## src/design/ftb42_pkg.sv

```systemverilog
// Shared types, constants and the character classifier for the base-42 packer.
// No dependencies.
package ftb42_pkg;

   localparam int CNT_W      = 4;   // holds kept count 0..13
   localparam int SYM_W      = 6;   // alphabet index 0..41
   localparam int ACC_W      = 71;
   localparam int HIGH_W     = 7;
   localparam int LOW_W      = 64;
   localparam int CHAR_W     = 8;
   localparam int DEF_MAX_CHARS = 13;
   localparam int FIFO_DEPTH = 2;

   localparam logic [CHAR_W-1:0] SPACE_CHAR = 8'h20;

   // one classified character handed from front to back
   typedef struct packed {
      logic [SYM_W-1:0] sym;
      logic             do_fold;
      logic             last;
      logic [CNT_W-1:0] pad;
   } cmd_type;

   // index in " 0123456789ABCDEFGHIJKLMNOPQRSTUVWXYZ+-./?", 0 when not found
   function automatic logic [SYM_W-1:0] symbol_index(input logic [CHAR_W-1:0] ch);
      logic [SYM_W-1:0] idx;
      idx = '0;
      if (ch >= 8'h30 && ch <= 8'h39) begin
         idx = SYM_W'(ch - 8'h30 + 8'd1);
      end else if (ch >= 8'h41 && ch <= 8'h5A) begin
         idx = SYM_W'(ch - 8'h41 + 8'd11);
      end else begin
         case (ch)
            8'h2B:   idx = 6'd37;
            8'h2D:   idx = 6'd38;
            8'h2E:   idx = 6'd39;
            8'h2F:   idx = 6'd40;
            8'h3F:   idx = 6'd41;
            default: idx = '0;
         endcase
      end
      return idx;
   endfunction

endpackage

```

## src/design/free_text_base42_packer.sv

```systemverilog
// Free-text base-42 packer: top level joining front end, command queue and back end.
// Depends on ftb42_pkg, ftb42_front, ftb42_fifo, ftb42_back.
//
// Packs a free-text message, one ASCII character per beat, into the 71-bit
// base-42 value of a 77-bit free-text message (append six zero bits for the
// full message). Leading spaces are dropped; the first MAX_CHARS kept
// characters are mapped into the alphabet " 0123456789ABCDEFGHIJKLMNOPQRSTUVWXYZ+-./?"
// (anything else counts as a space) and folded in as acc = acc*42 + index;
// later characters are ignored. The beat with req_last_char set closes the
// message: missing positions are padded with zeros, one result beat comes out
// on rsp_value_high/rsp_value_low, and the block starts over for the next
// message. Timing: the front end takes one character per cycle, while req_full
// is low, into a two-entry command queue, and the back end's multiply-by-42 adder
// retires one character per cycle while it is idle; the closing character is
// followed by zero-padding folds for the missing positions and then a load of
// the result register. req_full rises only while the queue is full, i.e. while
// the back end is padding, loading the result register or waiting for rsp_pop.
module free_text_base42_packer import ftb42_pkg::*; #(
   parameter int MAX_CHARS = DEF_MAX_CHARS   // 1..13
) (
   input  logic              clock,
   input  logic              reset,
   // input channel
   input  logic              req_push,
   output logic              req_full,
   input  logic [CHAR_W-1:0] req_character,
   input  logic              req_last_char,
   // result channel
   output logic              rsp_empty,
   input  logic              rsp_pop,
   output logic [HIGH_W-1:0] rsp_value_high,
   output logic [LOW_W-1:0]  rsp_value_low
);

   cmd_type front_cmd;
   cmd_type back_cmd;
   logic    req_accept;
   logic    cmd_empty;
   logic    cmd_pop;

   // a beat is taken whenever the queue has room
   assign req_accept = req_push && !req_full;

   ftb42_front #(
      .MAX_CHARS (MAX_CHARS)
   ) u_front (
      .clock     (clock),
      .reset     (reset),
      .accept    (req_accept),
      .character (req_character),
      .last_char (req_last_char),
      .cmd       (front_cmd)
   );

   ftb42_fifo u_fifo (
      .clock   (clock),
      .reset   (reset),
      .wr_en   (req_accept),
      .wr_data (front_cmd),
      .full    (req_full),
      .rd_en   (cmd_pop),
      .empty   (cmd_empty),
      .rd_data (back_cmd)
   );

   ftb42_back u_back (
      .clock          (clock),
      .reset          (reset),
      .cmd_empty      (cmd_empty),
      .cmd            (back_cmd),
      .cmd_pop        (cmd_pop),
      .rsp_empty      (rsp_empty),
      .rsp_pop        (rsp_pop),
      .rsp_value_high (rsp_value_high),
      .rsp_value_low  (rsp_value_low)
   );

endmodule

```

## src/design/ftb42_front.sv

```systemverilog
// Front end: skips leading spaces, counts kept characters, classifies each
// character into a fold command. Depends on ftb42_pkg.
module ftb42_front import ftb42_pkg::*; #(
   parameter int MAX_CHARS = DEF_MAX_CHARS
) (
   input  logic              clock,
   input  logic              reset,
   input  logic              accept,
   input  logic [CHAR_W-1:0] character,
   input  logic              last_char,
   output cmd_type           cmd
);

   logic             started_ff, started_in;
   logic [CNT_W-1:0] kept_ff, kept_in;
   logic             started_now;
   logic             fold_now;
   logic [CNT_W-1:0] kept_now;

   always_comb begin
      started_now = started_ff | (character != SPACE_CHAR);
      fold_now    = started_now && (kept_ff < CNT_W'(MAX_CHARS));
      kept_now    = kept_ff + CNT_W'(fold_now);

      cmd.sym     = symbol_index(character);
      cmd.do_fold = fold_now;
      cmd.last    = last_char;
      cmd.pad     = CNT_W'(MAX_CHARS) - kept_now;

      started_in = started_ff;
      kept_in    = kept_ff;
      if (accept) begin
         if (last_char) begin
            started_in = 1'b0;
            kept_in    = '0;
         end else begin
            started_in = started_now;
            kept_in    = kept_now;
         end
      end
   end

   always_ff @(posedge clock) begin
      if (reset) begin
         started_ff <= 1'b0;
         kept_ff    <= '0;
      end else begin
         started_ff <= started_in;
         kept_ff    <= kept_in;
      end
   end

endmodule

```

## src/design/ftb42_fifo.sv

```systemverilog
// Short command queue between front and back.
// Depends on ftb42_pkg.
module ftb42_fifo import ftb42_pkg::*; (
   input  logic    clock,
   input  logic    reset,
   input  logic    wr_en,
   input  cmd_type wr_data,
   output logic    full,
   input  logic    rd_en,
   output logic    empty,
   output cmd_type rd_data
);

   localparam int PTR_W = (FIFO_DEPTH > 1) ? $clog2(FIFO_DEPTH) : 1;
   localparam int CNT_QW = $clog2(FIFO_DEPTH + 1);

   cmd_type            mem_ff [FIFO_DEPTH];
   logic [PTR_W-1:0]   wr_ptr_ff, wr_ptr_in;
   logic [PTR_W-1:0]   rd_ptr_ff, rd_ptr_in;
   logic [CNT_QW-1:0]  count_ff, count_in;

   assign full    = (count_ff == CNT_QW'(FIFO_DEPTH));
   assign empty   = (count_ff == '0);
   assign rd_data = mem_ff[rd_ptr_ff];

   always_comb begin
      wr_ptr_in = wr_ptr_ff;
      rd_ptr_in = rd_ptr_ff;
      count_in  = count_ff;
      if (wr_en) begin
         wr_ptr_in = (wr_ptr_ff == PTR_W'(FIFO_DEPTH - 1)) ? '0 : wr_ptr_ff + PTR_W'(1);
      end
      if (rd_en) begin
         rd_ptr_in = (rd_ptr_ff == PTR_W'(FIFO_DEPTH - 1)) ? '0 : rd_ptr_ff + PTR_W'(1);
      end
      if (wr_en && !rd_en) begin
         count_in = count_ff + CNT_QW'(1);
      end else if (rd_en && !wr_en) begin
         count_in = count_ff - CNT_QW'(1);
      end
   end

   always_ff @(posedge clock) begin
      if (wr_en) begin
         mem_ff[wr_ptr_ff] <= wr_data;
      end
   end

   always_ff @(posedge clock) begin
      if (reset) begin
         wr_ptr_ff <= '0;
         rd_ptr_ff <= '0;
         count_ff  <= '0;
      end else begin
         wr_ptr_ff <= wr_ptr_in;
         rd_ptr_ff <= rd_ptr_in;
         count_ff  <= count_in;
      end
   end

endmodule

```

## src/design/ftb42_back.sv

```systemverilog
// Back end: 71-bit base-42 accumulator, zero padding sequencer and result
// register. Depends on ftb42_pkg.
module ftb42_back import ftb42_pkg::*; (
   input  logic              clock,
   input  logic              reset,
   input  logic              cmd_empty,
   input  cmd_type           cmd,
   output logic              cmd_pop,
   output logic              rsp_empty,
   input  logic              rsp_pop,
   output logic [HIGH_W-1:0] rsp_value_high,
   output logic [LOW_W-1:0]  rsp_value_low
);

   typedef enum logic [2:0] {
      ST_IDLE = 3'b001,
      ST_PAD  = 3'b010,
      ST_EMIT = 3'b100
   } state_type;

   // acc*42 + idx = acc<<5 + acc<<3 + acc<<1 + idx, kept to 71 bits
   function automatic logic [ACC_W-1:0] fold42(input logic [ACC_W-1:0] acc,
                                               input logic [SYM_W-1:0] idx);
      return (acc << 5) + (acc << 3) + (acc << 1) + ACC_W'(idx);
   endfunction

   state_type         state_ff, state_in;
   logic [ACC_W-1:0]  acc_ff, acc_in;
   logic [CNT_W-1:0]  pad_ff, pad_in;
   logic              out_valid_ff, out_valid_in;
   logic [ACC_W-1:0]  out_ff, out_in;
   logic              load_out;
   logic              take_out;

   assign take_out       = rsp_pop && out_valid_ff;
   assign rsp_empty      = !out_valid_ff;
   assign rsp_value_high = out_ff[ACC_W-1:LOW_W];
   assign rsp_value_low  = out_ff[LOW_W-1:0];

   always_comb begin
      state_in = state_ff;
      acc_in   = acc_ff;
      pad_in   = pad_ff;
      out_in   = out_ff;
      cmd_pop  = 1'b0;
      load_out = 1'b0;
      case (state_ff)
         ST_IDLE: begin
            if (!cmd_empty) begin
               cmd_pop = 1'b1;
               if (cmd.do_fold) begin
                  acc_in = fold42(acc_ff, cmd.sym);
               end
               if (cmd.last) begin
                  pad_in   = cmd.pad;
                  state_in = (cmd.pad != '0) ? ST_PAD : ST_EMIT;
               end
            end
         end
         ST_PAD: begin
            acc_in = fold42(acc_ff, '0);
            pad_in = pad_ff - CNT_W'(1);
            if (pad_ff == CNT_W'(1)) begin
               state_in = ST_EMIT;
            end
         end
         ST_EMIT: begin
            if (!out_valid_ff || rsp_pop) begin
               load_out = 1'b1;
               out_in   = acc_ff;
               acc_in   = '0;
               state_in = ST_IDLE;
            end
         end
         default: begin
            state_in = ST_IDLE;
         end
      endcase
      out_valid_in = load_out ? 1'b1 : (take_out ? 1'b0 : out_valid_ff);
   end

   always_ff @(posedge clock) begin
      if (reset) begin
         state_ff     <= ST_IDLE;
         acc_ff       <= '0;
         pad_ff       <= '0;
         out_valid_ff <= 1'b0;
      end else begin
         state_ff     <= state_in;
         acc_ff       <= acc_in;
         pad_ff       <= pad_in;
         out_valid_ff <= out_valid_in;
      end
   end

   always_ff @(posedge clock) begin
      out_ff <= out_in;
   end

endmodule
```

## config.mk

```make
export PLATFORM = sky130hd
export DESIGN_NAME = free_text_base42_packer
export DESIGN_NICKNAME = d
export VERILOG_FILES = /design/src/design/ftb42_pkg.sv /design/src/design/free_text_base42_packer.sv /design/src/design/ftb42_front.sv /design/src/design/ftb42_fifo.sv /design/src/design/ftb42_back.sv
export SDC_FILE = /design/constraint.sdc
export NUM_CORES = 1
export LEC_CHECK = 0
export ABC_CLOCK_PERIOD_IN_PS = 14000
export BUFFER_PORTS_ARGS = -buffer_cell sky130_fd_sc_hd__buf_2
export CORE_AREA = 5 5 155 157
export CTS_CLUSTER_DIAMETER = 80
export DETAILED_ROUTE_END_ITERATION = 12
export DIE_AREA = 0 0 160 162
export GPL_ROUTABILITY_DRIVEN = 0
export GPL_TIMING_DRIVEN = 0
export PLACE_DENSITY = 0.83
export SLEW_MARGIN = 20
export SYNTH_ARGS = -nofsm -noshare
export SYNTH_HDL_FRONTEND = slang
export SYNTH_SLANG_ARGS = --single-unit
```

## constraint.sdc

```tcl
create_clock -name clock -period 14 [get_ports clock]
set_clock_uncertainty 0.15 [all_clocks]
set_input_delay 0 -clock clock [delete_from_list [all_inputs] [get_ports clock]]
set_output_delay 0 -clock clock [all_outputs]
set_load 0.02 [all_outputs]
```

==> results.sh <==
export IMPL_synth_top_family_by_area="compound AO/OA/AOI/OAI gates"
export IMPL_placed_cells=1932
export IMPL_r2r_cells=14
export IMPL_rrSetupSlack_ps=7180
export IMPL_clk_pin_slew_ps=80
export IMPL_cp_cell_sequence="fa_1 > fa_1 > a21o_1 > a221o_2 > a221oi_4 > nor4b_4 > o41ai_1 > o31ai_1 > xor2_1 > nand3_1 > or4b_2 > or4_4 > or3_1 > a32o_1"
export IMPL_layout_nets=1839
export IMPL_worstSetupPathType="reg2reg"
export IMPL_drv_cap=0
export IMPL_leakage_nw=6.26
export IMPL_cp_start_kind="flip-flop"
export IMPL_synth_cells=1562
export IMPL_ios=86
export IMPL_die_area_um2=25900
export IMPL_synth_nets=1727
export IMPL_grt_pass1_vias=12613
export IMPL_synth_yosys_seq_area_share_pct=32.3
export IMPL_grt_overflow_total=0
export IMPL_cts_made_buffers=17
export IMPL_synthXorXnorAreaFrac_pct=7.76
export IMPL_synth_largest_area_cell="edfxtp_1"
export IMPL_gr_usage_all_layers_pct=29.6
export IMPL_r2r_start="u_back.acc_ff[4]"
export IMPL_io_buffers=83
export IMPL_core_um2=22400
export IMPL_drive_gt1_share_pct=9.90
export IMPL_detail_route_antenna_nets=0
export IMPL_met2_usage_pct=48.4
export IMPL_via_per_inst=6.64
export IMPL_die_y_um=162
export IMPL_num_rows=55
export IMPL_grt_util_met1_pct=39.3
export IMPL_cts_tree="done"
export IMPL_rsz0062_at_grt="false"
export IMPL_cts_num_sinks=184
export IMPL_use_met3_pct=5.02
export IMPL_grt_max_degree=30
export IMPL_hold_end="u_fifo.mem_ff[1][5]"
export IMPL_cp_slowest_cell="o41ai_1"
export IMPL_cts_resized=0
export IMPL_ir_drop_mv=0.103
export IMPL_fin_crit_sh_pct=48.7
export IMPL_relSlewSlack_pct=26.2
export IMPL_synth_mux_area_share_pct=1.17
export IMPL_clock_latency_ps=450
export IMPL_hold_path_depth=4
export IMPL_max_slew_worst_pin_slew_ps=1090
export IMPL_min_from="req_character[3]"
export IMPL_routed_wl_um=39400
export IMPL_hpwl_um=30100
export IMPL_yosysTopAreaCellShare_pct=19.9
export IMPL_synth_edf_count=95
export IMPL_status="completed"
export IMPL_finalHoldViolations=0
export IMPL_synthAdderAreaFrac_pct=16.8
export IMPL_setup_violations=0
export IMPL_ys_async_sr_fraction_pct=0
export IMPL_synthSimpleGateAreaFrac_pct=19.5
export IMPL_synth_most_common_cell="nor2_1"
export IMPL_cts_root_buf="clkbuf_16"
export IMPL_synth_common_cells="nor2_1 (163), nand2_1 (150), a21oi_1 (112)"
export IMPL_worst_setup_path_end_kind="flip-flop"
export IMPL_ys_dominant_reg_cell="edfxtp_1"
export IMPL_ys_ff_latch=184
export IMPL_drtIter0Drc=1663
export IMPL_syn_area_per_cell_um2=9.18
export IMPL_layout_min_cycle_time_ps=6820
export IMPL_drt_first_pass_iters=9
export IMPL_yosys_warnings=0
export IMPL_syn2layout_area_growth_pct=10.5
export IMPL_power_density_nw_per_um2=128
export IMPL_stdcell_count=1972
export IMPL_antenna_found_initial=0
export IMPL_worst_path_max_fanout=7
export IMPL_ys_types=85
export IMPL_crit_top_cell="fa_1"
export IMPL_worstReg2RegEnd="u_back.acc_ff[70]"
export IMPL_top_usage_layer="met2"
export IMPL_fp_dieW_um=160
export IMPL_netlist_top_cells_area="edfxtp_1 (20%), dfxtp_1 (12%), fa_1 (9.4%)"
export IMPL_drc=0
export IMPL_htreeDepth=4
export IMPL_start_util_pct=64.1
export IMPL_fmax_mhz=147
export IMPL_post_place_ws_ps=7320
export IMPL_crit_arrival_ps=7020
export IMPL_finalWorstSetupSlack_ps=7180
export IMPL_slowest_delay_ps=970
export IMPL_diodes=0
export IMPL_fin_setup_tns_ps=0
export IMPL_worstPathRequired_ps=14200
export IMPL_report_final_slew_viol_count=0
export IMPL_synth_compound_area_share_pct=19.9
export IMPL_wire_per_inst_um=20.0
export IMPL_hp_class="in2reg"
export IMPL_vias=13099
export IMPL_grt_pass1_wl_um=63000
export IMPL_clk_path_buf_depth=2
export IMPL_syn_area_um2=14300
[kinds of logic after synthesis]
logic type,Yosys count
simple gates,566
mux,16
compound gates,425
fa+ha+maj,152
xor+xnor,127
buf+inv,92
flops,184
[layout make-up]
cell class	instances	area [um2]
Buffer	60	241
Clock buffer	17	425
Clock inverter	15	171
Fill cell	1646	6530
Inverter	32	120
Multi-Input combinational cell	1286	9360
Sequential cell	184	4630
Tap cell	285	357
Timing Repair Buffer	93	536
[placed cells by master (no fill, tap or decap), types with 14 or more instances in the layout]
cell type,instances
nand3_1,41
nor3_1,40
nor4_1,17
or3_1,16
ha_1,85
clkbuf_1,48
buf_2,92
a22oi_1,37
a22o_1,29
nand4_1,40
xnor2_1,84
a21o_1,23
o21ai_0,84
nand2_1,150
edfxtp_1,95
a21oi_1,112
clkbuf_16,17
fa_1,67
and3_1,14
nor2_1,162
dfxtp_1,89
xor2_1,43
inv_1,32
[registers in the layout, indices dropped and copies added, names as in the netlist, named ones only]
register	cells
u_back.out_valid_ff	1
u_front.kept_ff	4
u_back.acc_ff	71
u_fifo.rd_ptr_ff	1
u_front.started_ff	1
u_back.state_ff	3
u_fifo.count_ff	2
u_fifo.mem_ff	24
u_back.out_ff	71
u_back.pad_ff	4
u_fifo.wr_ptr_ff	1
[report_power, final]
part / switching, mW / internal (mW) / leakage (nW)
clock network: 0.251 / 0.241 / 0.284
logic: 0.541 / 0.310 / 4.38
registers: 0.0695 / 0.618 / 1.59
[metal layers]
metal | up-vias | share of wire, %
met3 | 139 | 8.2
met4 | 0 | 4.3
met5 | - | 0
met2 | 722 | 46
li1 | 6022 | -
met1 | 6216 | 42
[worst max-delay path, delay by kind of cell (launching register included)]
kind | cells | cell delay (ps)
flops | 1 | 550
fa+ha+maj | 2 | 1030
compound gates | 6 | 2590
simple gates | 5 | 2050
xor+xnor | 1 | 330
[timing repair]
action / CTS / global route
endpoints found under the hold margin: 18 / 0
setup buffers: 0 / 0
hold buffers: 8 / 0
[worst max-delay path by stage]
stage	from	endpoint	slack, ps	depth (start not counted)
after floorplan	u_back.acc_ff[4]	u_back.acc_ff[70]	8360	14
after global placement	u_back.acc_ff[2]	u_back.acc_ff[61]	7360	14
after detailed placement	u_back.acc_ff[2]	u_back.acc_ff[70]	7320	14
after CTS	u_back.acc_ff[3]	u_back.acc_ff[70]	7280	15
after global routing	u_back.acc_ff[2]	u_back.acc_ff[70]	7010	14
final	u_back.acc_ff[4]	u_back.acc_ff[70]	7180	14
[through the flow]
step	hold slack, ps	instance area (um2)	power (mW)	utilization, %
2_1_floorplan	-53.4	14300	1.31	-
3_3_place_gp	143	15100	1.49	67.5
3_5_place_dp	161	15200	1.52	67.8
4_1_cts	2.91	15800	2.01	70.8
5_1_grt	20.6	15800	2.15	70.8
6_report	5.58	15800	2.03	70.8
No activity file was read; power rests on OpenSTA's default activity.
